===== src/hw/rtl/lexnt_pkg.sv =====
// ----------------------------------------------------------------------------
// lexnt_pkg
// Shared types, constants and character and keyword helper functions for the lexer with name table.
// ----------------------------------------------------------------------------
`default_nettype none

package lexnt_pkg;

    localparam logic [3:0] TK_BEGIN    = 4'd0;
    localparam logic [3:0] TK_END      = 4'd1;
    localparam logic [3:0] TK_SYMBOL   = 4'd2;
    localparam logic [3:0] TK_NUMBER   = 4'd3;
    localparam logic [3:0] TK_KEYWORD  = 4'd4;
    localparam logic [3:0] TK_IDENT    = 4'd5;
    localparam logic [3:0] TK_INVALID  = 4'd6;
    localparam logic [3:0] TK_EOF      = 4'd7;
    localparam logic [3:0] TK_OVERFLOW = 4'd8;
    localparam logic [3:0] TK_TOOLONG  = 4'd9;

    localparam logic [1:0] MODE_IDLE = 2'd0;
    localparam logic [1:0] MODE_NUM  = 2'd1;
    localparam logic [1:0] MODE_WORD = 2'd2;
    localparam logic [1:0] MODE_LONG = 2'd3;

    localparam int unsigned NUM_KW = 9;
    localparam int unsigned KW_MAX = 6;
    localparam logic [30:0] NUM_MAX = 31'h7FFF_FFFF;

    typedef logic [7:0] byte_t;

    typedef struct packed {
        logic [3:0]  kind;
        logic [30:0] value;
    } token_t;

    function automatic logic [2:0] kw_len(input logic [3:0] k);
        logic [2:0] r;
        begin
            unique case (k)
                4'd0: r = 3'd2;
                4'd1: r = 3'd4;
                4'd2: r = 3'd5;
                4'd3: r = 3'd2;
                4'd4: r = 3'd6;
                4'd5: r = 3'd4;
                4'd6: r = 3'd5;
                4'd7: r = 3'd3;
                4'd8: r = 3'd5;
                default: r = 3'd0;
            endcase
            return r;
        end
    endfunction

    function automatic byte_t kw_char(input logic [3:0] k, input logic [2:0] i);
        logic [47:0] s;
        begin
            unique case (k)
                4'd0: s = "if    ";
                4'd1: s = "then  ";
                4'd2: s = "while ";
                4'd3: s = "do    ";
                4'd4: s = "return";
                4'd5: s = "read  ";
                4'd6: s = "print ";
                4'd7: s = "int   ";
                4'd8: s = "const ";
                default: s = '0;
            endcase
            return s[8'(47 - 8 * 32'(i)) -: 8];
        end
    endfunction

    function automatic logic is_digit(input byte_t c);
        return c >= "0" && c <= "9";
    endfunction

    function automatic logic is_letter(input byte_t c);
        return (c >= "a" && c <= "z") || (c >= "A" && c <= "Z");
    endfunction

    function automatic logic is_space(input byte_t c);
        return c == " " || (c >= 8'd9 && c <= 8'd13);
    endfunction

    function automatic logic is_op(input byte_t c);
        return c == "(" || c == ")" || c == "," || c == ";" || c == "=" ||
               c == "+" || c == "-" || c == "*" || c == "/" || c == "%";
    endfunction

endpackage

`default_nettype wire


===== src/hw/rtl/lexnt_out.sv =====
// ----------------------------------------------------------------------------
// lexnt_out
// Output register holding one token beat toward the receiver.
// ----------------------------------------------------------------------------
`default_nettype none

module lexnt_out
    import lexnt_pkg::*;
(
    input  wire logic        clk,
    input  wire logic        rst_n,
    input  wire logic        push,
    input  wire token_t      tok,
    input  wire logic        last,
    output logic             full,
    output logic             valid,
    input  wire logic        stall,
    output logic [3:0]       token_kind,
    output logic [30:0]      token_value,
    output logic             last_of_run
);

    logic   valid_reg;
    token_t tok_reg;
    logic   last_reg;

    always_ff @(posedge clk or negedge rst_n)
    begin
        if (!rst_n)
        begin
            valid_reg <= 1'b0;
        end
        else if (push)
        begin
            valid_reg <= 1'b1;
        end
        else if (!stall)
        begin
            valid_reg <= 1'b0;
        end
    end

    always_ff @(posedge clk)
    begin
        if (push)
        begin
            tok_reg  <= tok;
            last_reg <= last;
        end
    end

    assign full        = valid_reg && stall;
    assign valid       = valid_reg;
    assign token_kind  = tok_reg.kind;
    assign token_value = tok_reg.value;
    assign last_of_run = last_reg;

endmodule

`default_nettype wire


===== config.mk =====
export PLATFORM = sky130hd
export DESIGN_NAME = lexnt_out
export DESIGN_NICKNAME = d
export VERILOG_FILES = /design/src/hw/rtl/lexnt_pkg.sv /design/src/hw/rtl/lexnt_out.sv
export SDC_FILE = /design/constraint.sdc
export NUM_CORES = 1
export LEC_CHECK = 0
export ABC_AREA = 1
export ABC_CLOCK_PERIOD_IN_PS = 1700
export BUFFER_PORTS_ARGS = -buffer_cell sky130_fd_sc_hd__buf_4
export CAP_MARGIN = 0
export CORE_MARGIN = 2
export CORE_UTILIZATION = 42
export CTS_CLUSTER_DIAMETER = 150
export DETAILED_ROUTE_END_ITERATION = 8
export GPL_ROUTABILITY_DRIVEN = 0
export PLACE_DENSITY = 0.9
export SKIP_LAST_GASP = 1
export SLEW_MARGIN = 20
export SYNTH_ARGS = -nofsm -noshare
export SYNTH_HDL_FRONTEND = slang
export SYNTH_SLANG_ARGS = --single-unit
export TNS_END_PERCENT = 1

===== constraint.sdc =====
create_clock -name clk -period 1.7 [get_ports clk]
set_input_delay 0.51 -clock clk [delete_from_list [all_inputs] [get_ports clk]]
set_output_delay 0.51 -clock clk [all_outputs]
set_load 0.01 [all_outputs]

# --- Word-level counts from Yosys, hierarchy flattened ---
# Index checks and enable logic that the tools add are counted.
word_totals:
  elab_cells: 8
  register_bits: 37
  inputBits: 40
  out_inout_bits: 38
op_classes:
  eq_ne: 1
  n_mux: 2
  n_reduce_logical: 1
ops:
  columns: ["operator", "n"]
  rows:
  - ["1-bit two-way mux", 2]
  - ["2-bit != test (second input constant)", 1]
  - ["1-bit logical AND", 1]

# --- Logic depth before layout (Yosys ltp) ---
# Gate-level depths: netlist of run 1.
logic_depth:
  word_depth: 2
  depth_mapped: 2
  mapped_depth_nobuf: 2

# --- Worst setup path after synthesis of run 1 ---
# Ideal clock, no wire load.
synth_timing:
  kind: "input to output"
  startpoint: "input port stall"
  endpoint: "output port full"
  required_ns: 1.190
  arrival_time_ns: 0.640
  path_slack_ns: 0.550
  stages: 2
  path_buffers: 0
  cell_sequence: "nand2_1 inv_1"
synth_via:
  elab_chain_len: 1
synth_lines:
  columns: ["item", "line_no", "rtl"]
  rows:
  - ["start, declared", "lexnt_out.sv:17", "input wire logic stall,"]
  - ["1-bit logical AND", "lexnt_out.sv:52", "assign full = valid_reg && stall;"]
  - ["end, declared", "lexnt_out.sv:15", "output logic full,"]
# No other way between the ends.

# --- Final worst setup path of run 1 ---
layout_timing:
  startpoint: "register valid_reg (netlist: valid)"
  endpoint: "output port full"
layout_via:
  elab_chain_len: 1
layout_lines:
  columns: ["item", "line_no", "rtl"]
  rows:
  - ["start, declared", "lexnt_out.sv:23", "logic valid_reg;"]
  - ["start signal, assigned", "lexnt_out.sv:31", "valid_reg <= 1'b0;"]
  - ["start signal, assigned", "lexnt_out.sv:35", "valid_reg <= 1'b1;"]
  - ["start signal, assigned", "lexnt_out.sv:39", "valid_reg <= 1'b0;"]
  - ["1-bit logical AND", "lexnt_out.sv:52", null]
# No other way between the ends.

==> run metrics, run 1 <==
Cells after Synth=41; MaxCap Viol Count=0; CTS Sinks=37; CP required=1.19 ns; WS Path Type=flip-flop to primary output; max FFs per register=31; total CTS buffers=5; yosys warns=0; arrival time worst endpoint=1.00 ns; drt pass-1 iters=3; largest net degree at the start of global routing=38; post-synthesis sequential area ratio=98.7%; synthesized cell area=1120 sq um; Final Hold Fails=0; Syn Nets=81; commonest non-fill, non-tap cells in the layout=77 x buf_4, 36 x edfxtp_1, 5 x clkbuf_4; commonest non-fill, non-tap cell in the layout=buf_4; Root Driver=clkbuf_4; FP Rows=18; leakage=0.788 nW; placed cells=148; fmax=0.660 GHz; die footprint=3100 sq um; worst slew pin tran=0.431 ns; Final nets=166; layout cell share with drive strength beyond 1=65.4%; GRT Util Overall=14.8%; hold endpoint=token_value[9]; first-pass GRT wire length=3330 microns; Final Cycle Share=89.1%; core area=2500 sq um; post-CTS setup buffers=0; area grow syn2layout=61.0%; die height=55.7 microns; Mapped Avg Cell Area=27.3 sq um; WHS Path Cells=1; Worst Clk Skew=0 ns; R2R Path Start=valid; reg2reg setup slack=1.01 ns; non-filler instance count after layout=157; worst rel slew slack=71.3%; worst-case clock buffer depth=2; number of H-tree levels=2; r2r endpoint=valid; FF+latch count, synth=37; Post-Route Setup TNS=0 ns; Avg WL per Cell=13.6 microns; vias=703; PwrDens=993 nW/um^2; antenna-violating nets left=0; Cell variety after synth=4; crit path max fanout=2; initial antenna violation count=0; port buffer count=77; worst-case reg-to-reg path depth=2; unrepaired setup endpoints after global routing=false; CP endpoint kind=primary output; starting density of the core=44.8%; TritonCTS clock tree=done; FILL cells=154; IO Count=78; Worst Hold Class=input port to flip-flop; VDD IR max=0.000919 V; die width=55.7 microns; vias per cell=4.48; Final Max Tran Viols=0; Iter 0 DRT Violations=7; final setup fails=0; clk slew on worst S/H paths=0.11 ns; status=complete, no violations; Ant. Diodes=0; remaining global-route overflow=0; worst-skew pair later-pin latency=0.31 ns; CP Launch Type=flip-flop; fin crit period=1.51 ns; Hold Path Origin=tok[9]; vias in the first global route=749; Residual DRC=0; WL final=2140 microns
==> through the flow <==
| stage | hold slack, ns | setup WS [ns] | total power, W | cell area, sq um | utilization, % |
|---|---|---|---|---|---|
| detailed placement | 0.287 | 0.313 | 0.00135 | 1740 | 69.5 |
| global placement | 0.286 | 0.340 | 0.00134 | 1740 | 69.5 |
| global route | 0.324 | 0.126 | 0.00186 | 1810 | 72.2 |
| floorplan | 0.214 | 0.550 | 0.00116 | 1120 | - |
| CTS | 0.336 | 0.179 | 0.00181 | 1810 | 72.2 |
| finish | 0.346 | 0.186 | 0.00179 | 1810 | 72.2 |
==> kinds of logic (layout without fill, tap and decap cells) <==
family,after synthesis,in the layout,share of synthesized area (%)
buf+inv,2,88,0.670
flops,37,37,98.7
simple gates,2,2,0.670
==> worst max-delay path by stage <==
stage	from	endpoint	slack [ns]	cells after the start
6_report	valid	full	0.19	3
5_1_grt	valid	full	0.13	3
4_1_cts	valid	full	0.18	3
3_5_place_dp	stall	full	0.31	4
3_3_place_gp	stall	full	0.34	4
2_1_floorplan	stall	full	0.55	2
==> timing repair <==
item | 4_1_cts | 5_1_grt
hold endpoints to repair | 1 | 0
hold buffers | 1 | 0
gates resized for setup | 0 | 0
==> area by class of cell <==
type                    count  area [sq um]  share of cell area, %
flip-flops and latches     37          1110                   61.3
repair buffers             78           588                   32.6
clock buffers               8          58.8                   3.26
well taps                  30          37.5                   2.08
multi-input cells           2          7.51                  0.416
inverters                   2          7.51                  0.416
==> where the power goes <==
part           total, W  switching, W  internal [W]
clock network  0.000461      0.000257      0.000204
logic          0.000233     0.0000931      0.000140
registers       0.00110     0.0000197       0.00108
==> per-layer routing <==
metal | wire, microns | up-vias | share of wire (%) | track usage [%]
li1 | - | 330 | - | -
met1 | 742 | 312 | 35 | 15.5
met2 | 1010 | 57 | 47 | 22.8
met3 | 357 | 4 | 17 | 10.9
met4 | 27 | 0 | 1.3 | 5.23
met5 | 0 | - | 0 | 0
==> critical path, stage by stage (launching register included) <==
cell	delay, ns
dfrtp_1	0.41
nand2_1	0.10
inv_1	0.04
buf_4	0.13
==> Yosys cell counts <==
| master | n | area [sq um] |
|---|---|---|
| dfrtp_1 | 1 | 25.0 |
| edfxtp_1 | 36 | 1080 |
| inv_1 | 2 | 7.51 |
| nand2_1 | 2 | 7.51 |
No activity file was read; power rests on OpenSTA's default activity.
==> run 2: changes to the inputs <==
--- a/config.mk
+++ b/config.mk
@@ -7,3 +7,2 @@
 export LEC_CHECK = 0
-export ABC_AREA = 1
 export ABC_CLOCK_PERIOD_IN_PS = 1700
@@ -13,3 +12,2 @@
 export CORE_UTILIZATION = 42
-export CTS_CLUSTER_DIAMETER = 150
 export DETAILED_ROUTE_END_ITERATION = 8
--- a/constraint.sdc
+++ b/constraint.sdc
@@ -3,2 +3,2 @@
 set_output_delay 0.51 -clock clk [all_outputs]
-set_load 0.01 [all_outputs]
+set_load 0.02 [all_outputs]
==> run 2 against run 1 <==
  * Clock power grew 60%
  * Hold slack lost 0.011 ns
  * Largest power group unchanged
  * Synthesized cell count shrank 4.9%
  * Global-route usage grew 1.4 points
  * Register-to-register slack is essentially flat
  * Highest routed layer unchanged
  * Critical path type unchanged
  * Sequential power is essentially flat
==> run metrics, run 2 <==
first-pass GRT wire length=3570 microns; Final Max Tran Viols=0; VDD IR max=0.000912 V; post-CTS setup buffers=0; top-count cell post-synth=edfxtp_1; GRT Util Overall=16.2%; max FFs per register=31; CP Launch Type=flip-flop; worst-case clock buffer depth=2; Root Driver=clkbuf_4; number of H-tree levels=2; die footprint=3100 sq um; Avg WL per Cell=14.7 microns; Final Hold Fails=0; port buffer count=77; Async SR Flop Fraction=2.70%; Crit path largest cell delay=0.41 ns; Ant. Diodes=0; commonest non-fill, non-tap cells in the layout=77 x buf_4, 36 x edfxtp_1, 5 x clkbuf_4; final setup fails=0; Iter 0 DRT Violations=19; unrepaired setup endpoints after global routing=false; PwrDens=1150 nW/um^2; critical-path cell list=and2_1 > buf_4; overall power=0.00213 W; M1 GR Usage=17.4%; worst-skew pair later-pin latency=0.34 ns; antenna-violating nets left=0; Synth Flop Type=edfxtp_1; GR peak layer=met2; worst slew pin tran=0.440 ns; WL final=2270 microns; synthesized cell area=1120 sq um; initial antenna violation count=0; MaxCap Viol Count=0; Worst Path Buf+Inv=1; CP required=1.19 ns; vias in the first global route=788; vias per cell=4.53; Yosys top cell area share=96.5%; vias=702; cell family with most CP delay=flip-flops; clk slew on worst S/H paths=0.11 ns; total CTS buffers=5; post-synthesis sequential area ratio=98.8%; IO Count=78; top cells by area, synth=edfxtp_1 97%, dfrtp_1 2.2%, a21o_1 0.67%; CTS Sinks=37; grt met2 use=23.3%; TritonCTS clock tree=done; worst rel slew slack=70.7%; count of flip-flops with a built-in enable after synthesis=36; crit path max fanout=3; Util after Layout=73.9%; Worst Hold Class=input port to flip-flop; cell accounting for the most synthesized area=edfxtp_1; reg2reg setup slack=1.01 ns; FILL cells=151; status=complete, no violations; Residual DRC=0; met3 Usage GRT=9.30%; largest net degree at the start of global routing=38; Cell variety after synth=4; fmax=0.633 GHz; Final nets=164; Cells after Synth=39; commonest non-fill, non-tap cell in the layout=buf_4; area grow syn2layout=65.0%; fin crit period=1.58 ns; arrival time worst endpoint=1.07 ns; yosys warns=0; core area=2500 sq um; FF+latch count, synth=37; Post-synth top cells=36 x edfxtp_1, 1 x a21o_1, 1 x and2_1, 1 x dfrtp_1; Worst Clk Skew=0 ns; drt pass-1 iters=7; layout cell share with drive strength beyond 1=68.0%; WS Path Type=flip-flop to primary output; Critical Path Slowest Stage Cell=dfrtp_1; FP Rows=18; remaining global-route overflow=0; Final Cycle Share=93.0%; Post-Route Setup TNS=0 ns; Mapped Avg Cell Area=28.7 sq um; leakage=0.800 nW; die width=55.6 microns; starting density of the core=44.8%; CP endpoint kind=primary output; die height=55.6 microns; Syn Nets=79
-- run 2: changes by cell type in the layout (fill, tap and decap cells not counted) --
| cell | before | now |
|---|---|---|
| bufinv_16 | 0 | 2 |
| clkbuf_1 | 2 | 0 |
| inv_1 | 2 | 0 |
| nand2_1 | 2 | 0 |
| a21o_1 | 0 | 1 |
| and2_1 | 0 | 1 |
| clkbuf_8 | 1 | 0 |
| clkinv_2 | 0 | 1 |
-- run 2: path summary, 6_finish.rpt --
| path | from | to | depth (start not counted) |
|---|---|---|---|
| worst max-delay path | valid | full | 2 |
| worst min-delay path | tok[6] | token_value[6] | 1 |
| worst max register to register | valid | valid | 1 |
| worst min register to register | valid | valid | 1 |
| max in group asynchronous | rst_n | valid | 2 |
| min in group asynchronous | rst_n | valid | 2 |
-- run 2: kinds of logic (layout without fill, tap and decap cells) --
group	count (synthesis)	in the layout	synth area share (%)
flops	37	37	98.8
buf+inv	0	86	0
simple gates	1	1	0.559
compound gates	1	1	0.671
-- run 2: metrics by stage --
| stage | cells | setup WS (ns) | hold slack, ns | instance area (sq um) |
|---|---|---|---|---|
| after CTS | 155 | 0.104 | 0.318 | 1850 |
| after detailed placement | 146 | 0.290 | 0.287 | 1740 |
| final | 155 | 0.119 | 0.335 | 1850 |
| after global placement | 146 | 0.297 | 0.285 | 1740 |
| after floorplan | 39 | 0.470 | 0.214 | 1120 |
| after global routing | 155 | 0.0875 | 0.316 | 1850 |
-- run 2: area by class of cell --
type / instances / area, sq um / area share (%)
clock buffer: 5 / 37.5 / 2.03
tap: 30 / 37.5 / 2.03
multi-input combinational: 2 / 13.8 / 0.745
clock inverter: 3 / 65.1 / 3.52
timing repair buffer: 78 / 588 / 31.8
sequential: 37 / 1110 / 59.9
-- run 2: layer usage --
metal  up-vias  part of all wire [%]
li1        326                     -
met1       310                    35
met2        61                    47
met3         5                    16
met4         0                   2.4
met5         -                     0
-- run 2: power by group --
| group | internal (W) | switching [W] | total, W | leakage (nW) |
|---|---|---|---|---|
| sequential | 0.00108 | 0.0000204 | 0.00110 | 0.363 |
| clock | 0.000455 | 0.000280 | 0.000736 | 0.0552 |
| combinational | 0.000143 | 0.000147 | 0.000291 | 0.382 |
-- run 2: repair_timing --
item / 4_1_cts / 5_1_grt
hold buffers: 1 / 0
resized for setup: 0 / 0
hold endpoints to repair: 1 / 0
endpoints found under the setup margin: 0 / 0
